<file path="src/rtl/core/wodo_pkg.sv">
// ----------------------------------------------------------------------------
// wodo_pkg
// Shared types and constants for the wheel encoder speed and odometer block.
// ----------------------------------------------------------------------------
package wodo_pkg;

    // Window depth default
    localparam int WINDOW_SIZE_DEF = 10;

    // Request codes
    localparam logic [1:0] OP_CAPTURE   = 2'd0;
    localparam logic [1:0] OP_POLL      = 2'd1;
    localparam logic [1:0] OP_ZERO_DIST = 2'd2;
    localparam logic [1:0] OP_ZERO_TIME = 2'd3;

    // Configuration register indexes
    localparam logic [1:0] CFG_REC_EN    = 2'd0;
    localparam logic [1:0] CFG_MIN_TICKS = 2'd1;
    localparam logic [1:0] CFG_MIN_EDGES = 2'd2;

    localparam int CFG_ADDR_W = 2;
    localparam int CFG_DATA_W = 16;

    // Configuration reset values
    localparam logic [15:0] MIN_TICKS_RST = 16'd100;
    localparam logic [7:0]  MIN_EDGES_RST = 8'd4;

    // Divider geometry and the dividend width of each division
    localparam int DIV_W   = 32;
    localparam int DIV_CW  = 6;
    localparam int PER_W   = 32;
    localparam int VEL_W   = 19;
    localparam int AVG_W   = 16;

    // 625 timer ticks give 4 hundredths of a second. The step count is the tick
    // sum times 2^26 / 625 rounded up, exact for tick sums below 2^17.
    localparam logic [9:0]  TICKS_PER_STEP = 10'd625;
    localparam logic [16:0] TIME_RECIP     = 17'd107375;
    localparam int          TIME_SHIFT     = 26;

    // Distance per edge is 19.5721 mm, held as 2^24 * 19.5721 rounded up;
    // the floor of count times this is exact for counts up to 255
    localparam logic [28:0] DIST_RECIP = 29'd328365350;
    localparam int          DIST_SHIFT = 24;

    // floor(4893025 / 16): velocity numerator over the average period
    localparam logic [18:0] VEL_NUM = 19'd305814;
    localparam logic [11:0] VEL_MAX = 12'hFFF;

    typedef enum logic [9:0] {
        ST_IDLE   = 10'b00_0000_0001,
        ST_TIME   = 10'b00_0000_0010,
        ST_CHECK  = 10'b00_0000_0100,
        ST_PERIOD = 10'b00_0000_1000,
        ST_TSTEP  = 10'b00_0001_0000,
        ST_VEL    = 10'b00_0010_0000,
        ST_WSET   = 10'b00_0100_0000,
        ST_WUPD   = 10'b00_1000_0000,
        ST_AVG    = 10'b01_0000_0000,
        ST_OUT    = 10'b10_0000_0000
    } st_t;

endpackage

</file>
<file path="src/rtl/core/wheel_encoder_speed_odometer.sv">
// ----------------------------------------------------------------------------
// wheel_encoder_speed_odometer
// Edge period accumulation, poll-driven velocity, distance, elapsed time and
// a moving average of velocity samples held in a small synchronous memory.
// ----------------------------------------------------------------------------
//  channel   | direction | handshake           | payload
//  s_*       | in        | s_valid / s_ready   | s_op, s_timestamp
//  m_*       | out       | m_valid / m_ready   | velocity, average, distance, time, flag
//  cfg_*     | in        | cfg_we              | cfg_addr, cfg_wdata
//
//  Capture and clear requests go from idle straight to the output state. A poll
//  runs its period, velocity and average divisions back to back on the shared
//  one-bit-per-cycle divider; time and distance use constant multiplies.
//  Reset clears all control and totals; the window memory needs no clearing.
//  A result waits in the output register; the next request is taken meanwhile,
//  and only its own result stalls until the output register frees up.
// ----------------------------------------------------------------------------
module wheel_encoder_speed_odometer #(
    parameter int WINDOW_SIZE = wodo_pkg::WINDOW_SIZE_DEF
) (
    input  logic                              aclk,
    input  logic                              aresetn,

    input  logic                              cfg_we,
    input  logic [wodo_pkg::CFG_ADDR_W-1:0]   cfg_addr,
    input  logic [wodo_pkg::CFG_DATA_W-1:0]   cfg_wdata,

    input  logic                              s_valid,
    output logic                              s_ready,
    input  logic [1:0]                        s_op,
    input  logic [15:0]                       s_timestamp,

    output logic                              m_valid,
    input  logic                              m_ready,
    output logic [11:0]                       m_current_velocity,
    output logic [11:0]                       m_average_velocity,
    output logic [15:0]                       m_distance_mm,
    output logic [15:0]                       m_time_hundredths,
    output logic                              m_velocity_updated
);

    localparam int POS_W  = (WINDOW_SIZE > 1) ? $clog2(WINDOW_SIZE) : 1;
    localparam int FILL_W = $clog2(WINDOW_SIZE + 1);
    localparam int DW     = wodo_pkg::DIV_W;
    localparam int CW     = wodo_pkg::DIV_CW;

    // Control and state
    wodo_pkg::st_t state_reg, state_next;

    logic                rec_en_reg,     rec_en_next;
    logic [15:0]         min_ticks_reg,  min_ticks_next;
    logic [7:0]          min_edges_reg,  min_edges_next;

    logic [15:0]         last_edge_reg,  last_edge_next;
    logic [31:0]         acc_reg,        acc_next;
    logic [7:0]          count_reg,      count_next;
    logic [15:0]         prev_poll_reg,  prev_poll_next;
    logic [9:0]          tick_rem_reg,   tick_rem_next;
    logic [15:0]         hund_reg,       hund_next;
    logic [15:0]         dist_reg,       dist_next;
    logic [11:0]         last_vel_reg,   last_vel_next;
    logic [POS_W-1:0]    pos_reg,        pos_next;
    logic [FILL_W-1:0]   fill_reg,       fill_next;
    logic [15:0]         wsum_reg,       wsum_next;
    logic                zs_reg,         zs_next;
    logic [11:0]         avg_reg,        avg_next;
    logic [11:0]         vel_reg,        vel_next;
    logic                upd_reg,        upd_next;
    logic [16:0]         tsum_reg,       tsum_next;
    logic [7:0]          tq_reg,         tq_next;

    // Output register
    logic                m_valid_reg,    m_valid_next;
    logic [11:0]         o_vel_reg,      o_vel_next;
    logic [11:0]         o_avg_reg,      o_avg_next;
    logic [15:0]         o_dist_reg,     o_dist_next;
    logic [15:0]         o_hund_reg,     o_hund_next;
    logic                o_upd_reg,      o_upd_next;

    // Divider
    logic [DW-1:0]       div_dvd_reg,    div_dvd_next;
    logic [DW-1:0]       div_dsr_reg,    div_dsr_next;
    logic [DW-1:0]       div_rem_reg,    div_rem_next;
    logic [DW-1:0]       div_quo_reg,    div_quo_next;
    logic [CW-1:0]       div_cnt_reg,    div_cnt_next;
    logic                div_start;
    logic [DW-1:0]       div_dvd_in;
    logic [DW-1:0]       div_dsr_in;
    logic [CW-1:0]       div_len_in;
    logic [DW:0]         div_rem_sh;
    logic [DW+1:0]       div_diff;
    logic                div_ge;
    logic                div_done;

    // Window memory
    logic [11:0]         win_mem [WINDOW_SIZE];
    logic [11:0]         win_rd_reg;
    logic                mem_we;
    logic                mem_re;

    // Datapath helpers
    logic [15:0]         cap_delta;
    logic [15:0]         poll_elapsed;
    logic [16:0]         tick_sum;
    logic [33:0]         time_prod;
    logic [16:0]         time_rest;
    logic [36:0]         dist_prod;
    logic [12:0]         dist_step;
    logic [16:0]         dist_sum;
    logic                win_full;
    logic [11:0]         win_old;
    logic [15:0]         wsum_new;
    logic [FILL_W-1:0]   fill_new;

    assign cap_delta    = s_timestamp - last_edge_reg;
    assign poll_elapsed = s_timestamp - prev_poll_reg;
    assign tick_sum     = 17'(tick_rem_reg) + 17'(poll_elapsed);
    assign time_prod    = 34'(tsum_reg) * 34'(wodo_pkg::TIME_RECIP);
    assign time_rest    = tsum_reg - 17'(tq_reg) * 17'(wodo_pkg::TICKS_PER_STEP);
    assign dist_prod    = 37'(count_reg) * 37'(wodo_pkg::DIST_RECIP);
    // Per-poll distance step stays below 8192
    assign dist_step    = dist_prod[wodo_pkg::DIST_SHIFT +: 13];
    assign dist_sum     = 17'(dist_reg) + 17'(dist_step);
    assign win_full     = (fill_reg == FILL_W'(WINDOW_SIZE));
    assign win_old      = win_full ? win_rd_reg : 12'd0;
    assign wsum_new     = wsum_reg - 16'(win_old) + 16'(vel_reg);
    assign fill_new     = win_full ? fill_reg : fill_reg + FILL_W'(1);

    assign div_done     = (div_cnt_reg == '0);

    assign s_ready            = (state_reg == wodo_pkg::ST_IDLE);
    assign m_valid            = m_valid_reg;
    assign m_current_velocity = o_vel_reg;
    assign m_average_velocity = o_avg_reg;
    assign m_distance_mm      = o_dist_reg;
    assign m_time_hundredths  = o_hund_reg;
    assign m_velocity_updated = o_upd_reg;

    // Sequencer
    always_comb begin
        state_next     = state_reg;
        rec_en_next    = rec_en_reg;
        min_ticks_next = min_ticks_reg;
        min_edges_next = min_edges_reg;
        last_edge_next = last_edge_reg;
        acc_next       = acc_reg;
        count_next     = count_reg;
        prev_poll_next = prev_poll_reg;
        tick_rem_next  = tick_rem_reg;
        hund_next      = hund_reg;
        dist_next      = dist_reg;
        last_vel_next  = last_vel_reg;
        pos_next       = pos_reg;
        fill_next      = fill_reg;
        wsum_next      = wsum_reg;
        zs_next        = zs_reg;
        avg_next       = avg_reg;
        vel_next       = vel_reg;
        upd_next       = upd_reg;
        tsum_next      = tsum_reg;
        tq_next        = tq_reg;
        m_valid_next   = m_valid_reg;
        o_vel_next     = o_vel_reg;
        o_avg_next     = o_avg_reg;
        o_dist_next    = o_dist_reg;
        o_hund_next    = o_hund_reg;
        o_upd_next     = o_upd_reg;
        div_start      = 1'b0;
        div_dvd_in     = '0;
        div_dsr_in     = '0;
        div_len_in     = '0;
        mem_we         = 1'b0;
        mem_re         = 1'b0;

        if (cfg_we) begin
            case (cfg_addr)
                wodo_pkg::CFG_REC_EN:    rec_en_next    = cfg_wdata[0];
                wodo_pkg::CFG_MIN_TICKS: min_ticks_next = cfg_wdata[15:0];
                wodo_pkg::CFG_MIN_EDGES: min_edges_next = cfg_wdata[7:0];
                default: ;
            endcase
        end

        if (m_valid_reg && m_ready) begin
            m_valid_next = 1'b0;
        end

        case (state_reg)
            wodo_pkg::ST_IDLE: begin
                if (s_valid) begin
                    upd_next   = 1'b0;
                    state_next = wodo_pkg::ST_OUT;
                    case (s_op)
                        wodo_pkg::OP_CAPTURE: begin
                            // drop edges with a zero delta
                            if (cap_delta != 16'd0) begin
                                last_edge_next = s_timestamp;
                                acc_next       = acc_reg + 32'(cap_delta);
                                count_next     = count_reg + 8'd1;
                            end
                        end
                        wodo_pkg::OP_POLL: begin
                            if (rec_en_reg) begin
                                prev_poll_next = s_timestamp;
                                tsum_next      = tick_sum;
                                state_next     = wodo_pkg::ST_TIME;
                            end else begin
                                state_next     = wodo_pkg::ST_CHECK;
                            end
                        end
                        wodo_pkg::OP_ZERO_DIST: begin
                            dist_next = 16'd0;
                        end
                        default: begin
                            hund_next      = 16'd0;
                            prev_poll_next = 16'd0;
                        end
                    endcase
                end
            end

            wodo_pkg::ST_TIME: begin
                tq_next    = time_prod[wodo_pkg::TIME_SHIFT +: 8];
                state_next = wodo_pkg::ST_TSTEP;
            end

            wodo_pkg::ST_TSTEP: begin
                tick_rem_next = time_rest[9:0];
                // 4 hundredths per whole step of ticks
                hund_next     = hund_reg + 16'({tq_reg, 2'b00});
                state_next    = wodo_pkg::ST_CHECK;
            end

            wodo_pkg::ST_CHECK: begin
                if (count_reg >= min_edges_reg) begin
                    upd_next = 1'b1;
                    if (count_reg != 8'd0) begin
                        div_start  = 1'b1;
                        div_dvd_in = acc_reg;
                        div_dsr_in = 32'(count_reg);
                        div_len_in = CW'(wodo_pkg::PER_W);
                        state_next = wodo_pkg::ST_PERIOD;
                    end else begin
                        vel_next   = 12'd0;
                        state_next = wodo_pkg::ST_WSET;
                    end
                end else begin
                    state_next = wodo_pkg::ST_OUT;
                end
            end

            wodo_pkg::ST_PERIOD: begin
                if (div_done) begin
                    acc_next   = 32'd0;
                    dist_next  = dist_sum[16] ? 16'hFFFF : dist_sum[15:0];
                    count_next = 8'd0;
                    if (div_quo_reg == 32'd0 || div_quo_reg < 32'(min_ticks_reg)) begin
                        vel_next   = 12'd0;
                        state_next = wodo_pkg::ST_WSET;
                    end else begin
                        div_start  = 1'b1;
                        div_dvd_in = {wodo_pkg::VEL_NUM, {(DW - wodo_pkg::VEL_W){1'b0}}};
                        div_dsr_in = div_quo_reg;
                        div_len_in = CW'(wodo_pkg::VEL_W);
                        state_next = wodo_pkg::ST_VEL;
                    end
                end
            end

            wodo_pkg::ST_VEL: begin
                if (div_done) begin
                    vel_next   = (div_quo_reg > 32'(wodo_pkg::VEL_MAX)) ?
                                 wodo_pkg::VEL_MAX : div_quo_reg[11:0];
                    state_next = wodo_pkg::ST_WSET;
                end
            end

            wodo_pkg::ST_WSET: begin
                last_vel_next = vel_reg;
                // hold back a zero sample unless the one before it was held back
                if (vel_reg == 12'd0 && !zs_reg) begin
                    zs_next    = 1'b1;
                    state_next = wodo_pkg::ST_OUT;
                end else begin
                    zs_next    = 1'b0;
                    mem_re     = 1'b1;
                    state_next = wodo_pkg::ST_WUPD;
                end
            end

            wodo_pkg::ST_WUPD: begin
                mem_we     = 1'b1;
                wsum_next  = wsum_new;
                fill_next  = fill_new;
                pos_next   = (pos_reg == POS_W'(WINDOW_SIZE - 1)) ? '0 : pos_reg + POS_W'(1);
                div_start  = 1'b1;
                div_dvd_in = {wsum_new, {(DW - wodo_pkg::AVG_W){1'b0}}};
                div_dsr_in = 32'(fill_new);
                div_len_in = CW'(wodo_pkg::AVG_W);
                state_next = wodo_pkg::ST_AVG;
            end

            wodo_pkg::ST_AVG: begin
                if (div_done) begin
                    avg_next   = div_quo_reg[11:0];
                    state_next = wodo_pkg::ST_OUT;
                end
            end

            wodo_pkg::ST_OUT: begin
                if (!m_valid_reg || m_ready) begin
                    m_valid_next = 1'b1;
                    o_vel_next   = last_vel_reg;
                    o_avg_next   = avg_reg;
                    o_dist_next  = dist_reg;
                    o_hund_next  = hund_reg;
                    o_upd_next   = upd_reg;
                    state_next   = wodo_pkg::ST_IDLE;
                end
            end

            default: begin
                state_next = wodo_pkg::ST_IDLE;
            end
        endcase
    end

    // Restoring divider, one quotient bit per cycle, MSB-aligned dividend
    assign div_rem_sh = {div_rem_reg, div_dvd_reg[DW-1]};
    assign div_diff   = {1'b0, div_rem_sh} - {2'b00, div_dsr_reg};
    assign div_ge     = !div_diff[DW+1];

    always_comb begin
        div_dvd_next = div_dvd_reg;
        div_dsr_next = div_dsr_reg;
        div_rem_next = div_rem_reg;
        div_quo_next = div_quo_reg;
        div_cnt_next = div_cnt_reg;
        if (div_start) begin
            div_dvd_next = div_dvd_in;
            div_dsr_next = div_dsr_in;
            div_rem_next = '0;
            div_quo_next = '0;
            div_cnt_next = div_len_in;
        end else if (!div_done) begin
            div_dvd_next = {div_dvd_reg[DW-2:0], 1'b0};
            div_rem_next = div_ge ? div_diff[DW-1:0] : div_rem_sh[DW-1:0];
            div_quo_next = {div_quo_reg[DW-2:0], div_ge};
            div_cnt_next = div_cnt_reg - CW'(1);
        end
    end

    // Window memory: one write port, one registered read port
    always_ff @(posedge aclk) begin
        if (mem_we) begin
            win_mem[pos_reg] <= vel_reg;
        end
        if (mem_re) begin
            win_rd_reg <= win_mem[pos_reg];
        end
    end

    always_ff @(posedge aclk) begin
        if (!aresetn) begin
            state_reg     <= wodo_pkg::ST_IDLE;
            rec_en_reg    <= 1'b0;
            min_ticks_reg <= wodo_pkg::MIN_TICKS_RST;
            min_edges_reg <= wodo_pkg::MIN_EDGES_RST;
            last_edge_reg <= '0;
            acc_reg       <= '0;
            count_reg     <= '0;
            prev_poll_reg <= '0;
            tick_rem_reg  <= '0;
            hund_reg      <= '0;
            dist_reg      <= '0;
            last_vel_reg  <= '0;
            pos_reg       <= '0;
            fill_reg      <= '0;
            wsum_reg      <= '0;
            zs_reg        <= 1'b0;
            avg_reg       <= '0;
            m_valid_reg   <= 1'b0;
            div_cnt_reg   <= '0;
        end else begin
            state_reg     <= state_next;
            rec_en_reg    <= rec_en_next;
            min_ticks_reg <= min_ticks_next;
            min_edges_reg <= min_edges_next;
            last_edge_reg <= last_edge_next;
            acc_reg       <= acc_next;
            count_reg     <= count_next;
            prev_poll_reg <= prev_poll_next;
            tick_rem_reg  <= tick_rem_next;
            hund_reg      <= hund_next;
            dist_reg      <= dist_next;
            last_vel_reg  <= last_vel_next;
            pos_reg       <= pos_next;
            fill_reg      <= fill_next;
            wsum_reg      <= wsum_next;
            zs_reg        <= zs_next;
            avg_reg       <= avg_next;
            m_valid_reg   <= m_valid_next;
            div_cnt_reg   <= div_cnt_next;
        end
    end

    // Payload registers
    always_ff @(posedge aclk) begin
        vel_reg     <= vel_next;
        upd_reg     <= upd_next;
        tsum_reg    <= tsum_next;
        tq_reg      <= tq_next;
        o_vel_reg   <= o_vel_next;
        o_avg_reg   <= o_avg_next;
        o_dist_reg  <= o_dist_next;
        o_hund_reg  <= o_hund_next;
        o_upd_reg   <= o_upd_next;
        div_dvd_reg <= div_dvd_next;
        div_dsr_reg <= div_dsr_next;
        div_rem_reg <= div_rem_next;
        div_quo_reg <= div_quo_next;
    end

endmodule

</file>
<file path="config.mk">
export PLATFORM = sky130hd
export DESIGN_NAME = wheel_encoder_speed_odometer
export DESIGN_NICKNAME = d
export VERILOG_FILES = /design/src/rtl/core/wodo_pkg.sv /design/src/rtl/core/wheel_encoder_speed_odometer.sv
export SDC_FILE = /design/constraint.sdc
export NUM_CORES = 2
export LEC_CHECK = 0
export ABC_AREA = 1
export BUFFER_PORTS_ARGS = -buffer_cell sky130_fd_sc_hd__buf_2
export CAP_MARGIN = 20
export CORE_UTILIZATION = 60
export DETAILED_ROUTE_END_ITERATION = 16
export GPL_ROUTABILITY_DRIVEN = 0
export HOLD_SLACK_MARGIN = 0.05
export PLACE_DENSITY = 0.79
export SLEW_MARGIN = 5
export SYNTH_ARGS = -nofsm -noshare
export SYNTH_HDL_FRONTEND = slang
export SYNTH_SLANG_ARGS = --single-unit
</file>
<file path="constraint.sdc">
create_clock -name aclk -period 7.01 [get_ports aclk]
set_input_delay 1.0515 -clock aclk [delete_from_list [all_inputs] [get_ports aclk]]
set_output_delay 1.0515 -clock aclk [all_outputs]
set_load 0.01 [all_outputs]
</file>
==> summary.txt <==
Synth
  – Post-synthesis cell type count: 63
  – Mapped Cells: 4699
  – Synth Flop Type: edfxtp_1
  – Yosys top cell area share: 0.221
  – Number of synthesized flops with an enable pin: between 200 and 300
  – Mapped cell area: 39400 um^2
  – #FFs+latches synth: 556
  – Synth warn: 0
  – Seq/Total Area, Yosys: 0.356
  – Syn Area/Cell: 8.37 um^2
  – Post-synth ARST share: 0
  – Synth area leader: edfxtp_1
  – Area contributors post-synth: edfxtp_1, dfxtp_1, ha_1

Floorplan
  – Core Area: 64600 um^2
  – DIE HEIGHT: ~260 um
  – Die area: ~67000 um^2
  – Top Ports: 100
  – Initial Utilization: 0.609
  – Core Rows: 93
  – Die X-Extent: approximately 260 um

STA
  – Least-Margin Pin Slew: 1.06 ns
  – Setup tns final: 0 ns
  – Fin Hold WS: 0.415 ns
  – Final hold violations: 0
  – Max transition margin: 0.287
  – Fin worst setup slack: 0.585 ns
  – F_max: between 150 and 200 MHz
  – Skew final: between 0.04 and 0.05 ns
  – RSZ-0062 raised after global routing: false
  – Count of final setup violators: 0
  – Slew Limit Fails: 0
  – Fin crit period: 6.43 ns
  – Period utilisation layout: 0.917

Routing
  – DRC viols: 0
  – Antenna viol nets, final: 0
  – DRT Pass-1 Iters: 8
  – Drt initial violations: about 2.7k
  – Final WL: just under 100000 um
  – Per-cell routed wire length: 17.3 um
  – Vias per Instance: 5.70
  – Vias: 32.4k

Power
  – Worst vdd ir: 0.241 mV
  – Lkg Pwr: 19.7 nW
  – Pwr/cell area: between 200 and 250 nW/um^2

Placed design
  – Worst slack at placement: 0.594 ns
  – Placed inst area: around 41000 um^2
  – HPWL after DPL: 73900 um
  – I/O Buffers: 97

CTS
  – Clock buffer depth: 3
  – Clock-pin slew on the worst setup and hold paths: around 0.060 ns
  – Post-CTS Setup Bufs: 0
  – H-tree levels: 2
  – Worst-Skew Late Latency: about 0.66 ns
  – CTS tree: built
  – Clk sinks: 556
  – Root buffer cell: clkbuf_16
  – CTS buffer count: between 50 and 60

Final layout
  – Largest register FFs: 120
  – Area of the multi-input gates: 21800 um^2
  – Design area: 42800 um^2
  – Layout cells sized above 1: 0.0654
  – Register area: 14000 um^2
  – Area growth syn-to-layout: 8.75%
  – Nets: around 5.4k
  – Most flops, register: win_mem
  – Fillers: ~5.3k

Flow run
  – Max-Cap Viols: 0

Critical path
  – WS Path Type: reg -> reg
  – Max FO, Critical Path: 10
  – Setup crit start kind: flop
  – CP Capture Type: flop
  – CP required: 7.49 ns
  – Worst Path Arrival: between 6 and 7 ns

Global routing
  – GRT Util Overall: 0.295
  – Largest net degree at the start of global routing: 85
  – Vias in the first global route: ~32k
  – Initial antenna violation count: 2
  – Global-route wire length before repair: 159000 um
  – Final global-route overflow total: 0

Status
  – Outcome: complete, no violations

Hold path
  – Hold WC Path Type: reg -> reg
## cell usage after synthesis, types with 31 or more instances
| library cell | instances |
|---|---|
| inv_1 | 809 |
| o211ai_1 | 50 |
| edfxtp_1 | 289 |
| nand3_1 | 196 |
| dfxtp_1 | 267 |
| o21ai_0 | 218 |
| nor2_1 | 347 |
| o21ai_1 | 31 |
| a21oi_1 | 413 |
| nand2_1 | 838 |
| nor3_1 | 46 |
| nand4_1 | 91 |
| a22oi_1 | 48 |
| ha_1 | 397 |
| xor2_1 | 74 |
| clkbuf_1 | 63 |
| fa_1 | 184 |
| xnor2_1 | 46 |
## area by class of cell
class / instances / area share
Multi-Input combinational cell: 3204 / 0.509
Sequential cell: 556 / 0.328
Inverter: 833 / 0.0732
Clock buffer: 76 / 0.0381
Tap cell: 855 / 0.0250
Timing Repair Buffer: 132 / 0.0181
Clock inverter: 31 / 0.00903
Antenna cell: 4 / 0.000234
## power breakdown
part           internal (W)  switching, W  leakage [nW]
Combinational       0.00106       0.00196          13.9
Sequential          0.00381      0.000264          4.78
Clock               0.00187       0.00134         0.986
## critical path: stages, from the launching register on
cell	delay [ns]
dfxtp_1	0.58
inv_1	0.22
fa_1	0.58
inv_1	0.07
ha_1	0.31
fa_1	0.53
inv_1	0.06
fa_1	0.53
inv_1	0.04
ha_1	0.34
nand2_1	0.15
o21ai_0	0.11
a221oi_1	0.31
o21ai_0	0.16
o21bai_1	0.22
xor2_1	0.17
ha_1	0.33
inv_1	0.07
nor2_1	0.04
o31ai_1	0.39
o21ai_0	0.21
a21boi_0	0.41
o21ai_0	0.14
nand2_1	0.07
nand3_1	0.07
nand2_1	0.07
a21oi_1	0.06
## layout by cell type (no fill, tap or decap), drive strengths merged, types with 4 or more instances in the layout
| cell type | synthesis | final |
|---|---|---|
| a211oi | 9 | 9 |
| a21boi | 8 | 8 |
| a21o | 20 | 20 |
| a21oi | 416 | 416 |
| a221oi | 4 | 4 |
| a22oi | 48 | 48 |
| a31oi | 16 | 16 |
| and2 | 7 | 7 |
| buf | 43 | 132 |
| bufinv | 0 | 6 |
| clkbuf | 64 | 76 |
| clkinv | 2 | 24 |
| dfxtp | 267 | 267 |
| diode | 0 | 4 |
| edfxtp | 289 | 289 |
| fa | 184 | 184 |
| ha | 397 | 397 |
| inv | 831 | 831 |
| nand2 | 849 | 849 |
| nand3 | 203 | 203 |
| nand3b | 9 | 9 |
| nand4 | 94 | 94 |
| nor2 | 363 | 363 |
| nor3 | 50 | 50 |
| nor4 | 30 | 30 |
| o211ai | 50 | 50 |
| o21a | 14 | 14 |
| o21ai | 249 | 249 |
| o21bai | 18 | 18 |
| o221ai | 5 | 5 |
| o22ai | 9 | 9 |
| or2 | 11 | 11 |
| xnor2 | 46 | 46 |
| xor2 | 74 | 74 |
## final timing paths
| path | start | to | slack, ns | depth (start not counted) |
|---|---|---|---|---|
| hold reg to reg | avg_reg[9] | m_average_velocity[9] | 0.41 | 0 |
| hold / removal | avg_reg[9] | m_average_velocity[9] | 0.41 | 0 |
| setup / recovery | count_reg[2] | dist_reg[12] | 0.58 | 26 |
| setup reg to reg | count_reg[2] | dist_reg[12] | 0.58 | 26 |
## stage by stage
step | power, W | std cells | util
floorplan | 0.00633 | 4700 | -
CTS | 0.0103 | 5684 | 0.662
global placement | 0.00698 | 5576 | 0.630
detailed placement | 0.00709 | 5577 | 0.631
finish | 0.0103 | 5691 | 0.663
global route | 0.0109 | 5689 | 0.663
## cells by family (layout without fill, tap and decap cells)
kind of cell / Yosys count / count (layout) / share of synthesized area
simple gates: 1623 / 1623 / 0.179
buf+inv: 940 / 1072 / 0.0923
compound gates: 878 / 878 / 0.125
fa+ha+maj: 581 / 581 / 0.220
flops: 556 / 556 / 0.356
xor+xnor: 120 / 120 / 0.0267
other cells: 1 / 6 / 0.0000953
## metal layers
layer  part of all wire  wire [um]  global-route usage
met4              0.038       3710               0.112
met1               0.41      40700               0.382
met2               0.47      46500               0.500
met5                  0          0                   0
met3              0.075       7400              0.0427
## timing repair
item	CTS	global route
resized for setup	0	1
hold buffers	0	0
endpoints found under the setup margin	0	3
Power figures use the tool's default switching activity.
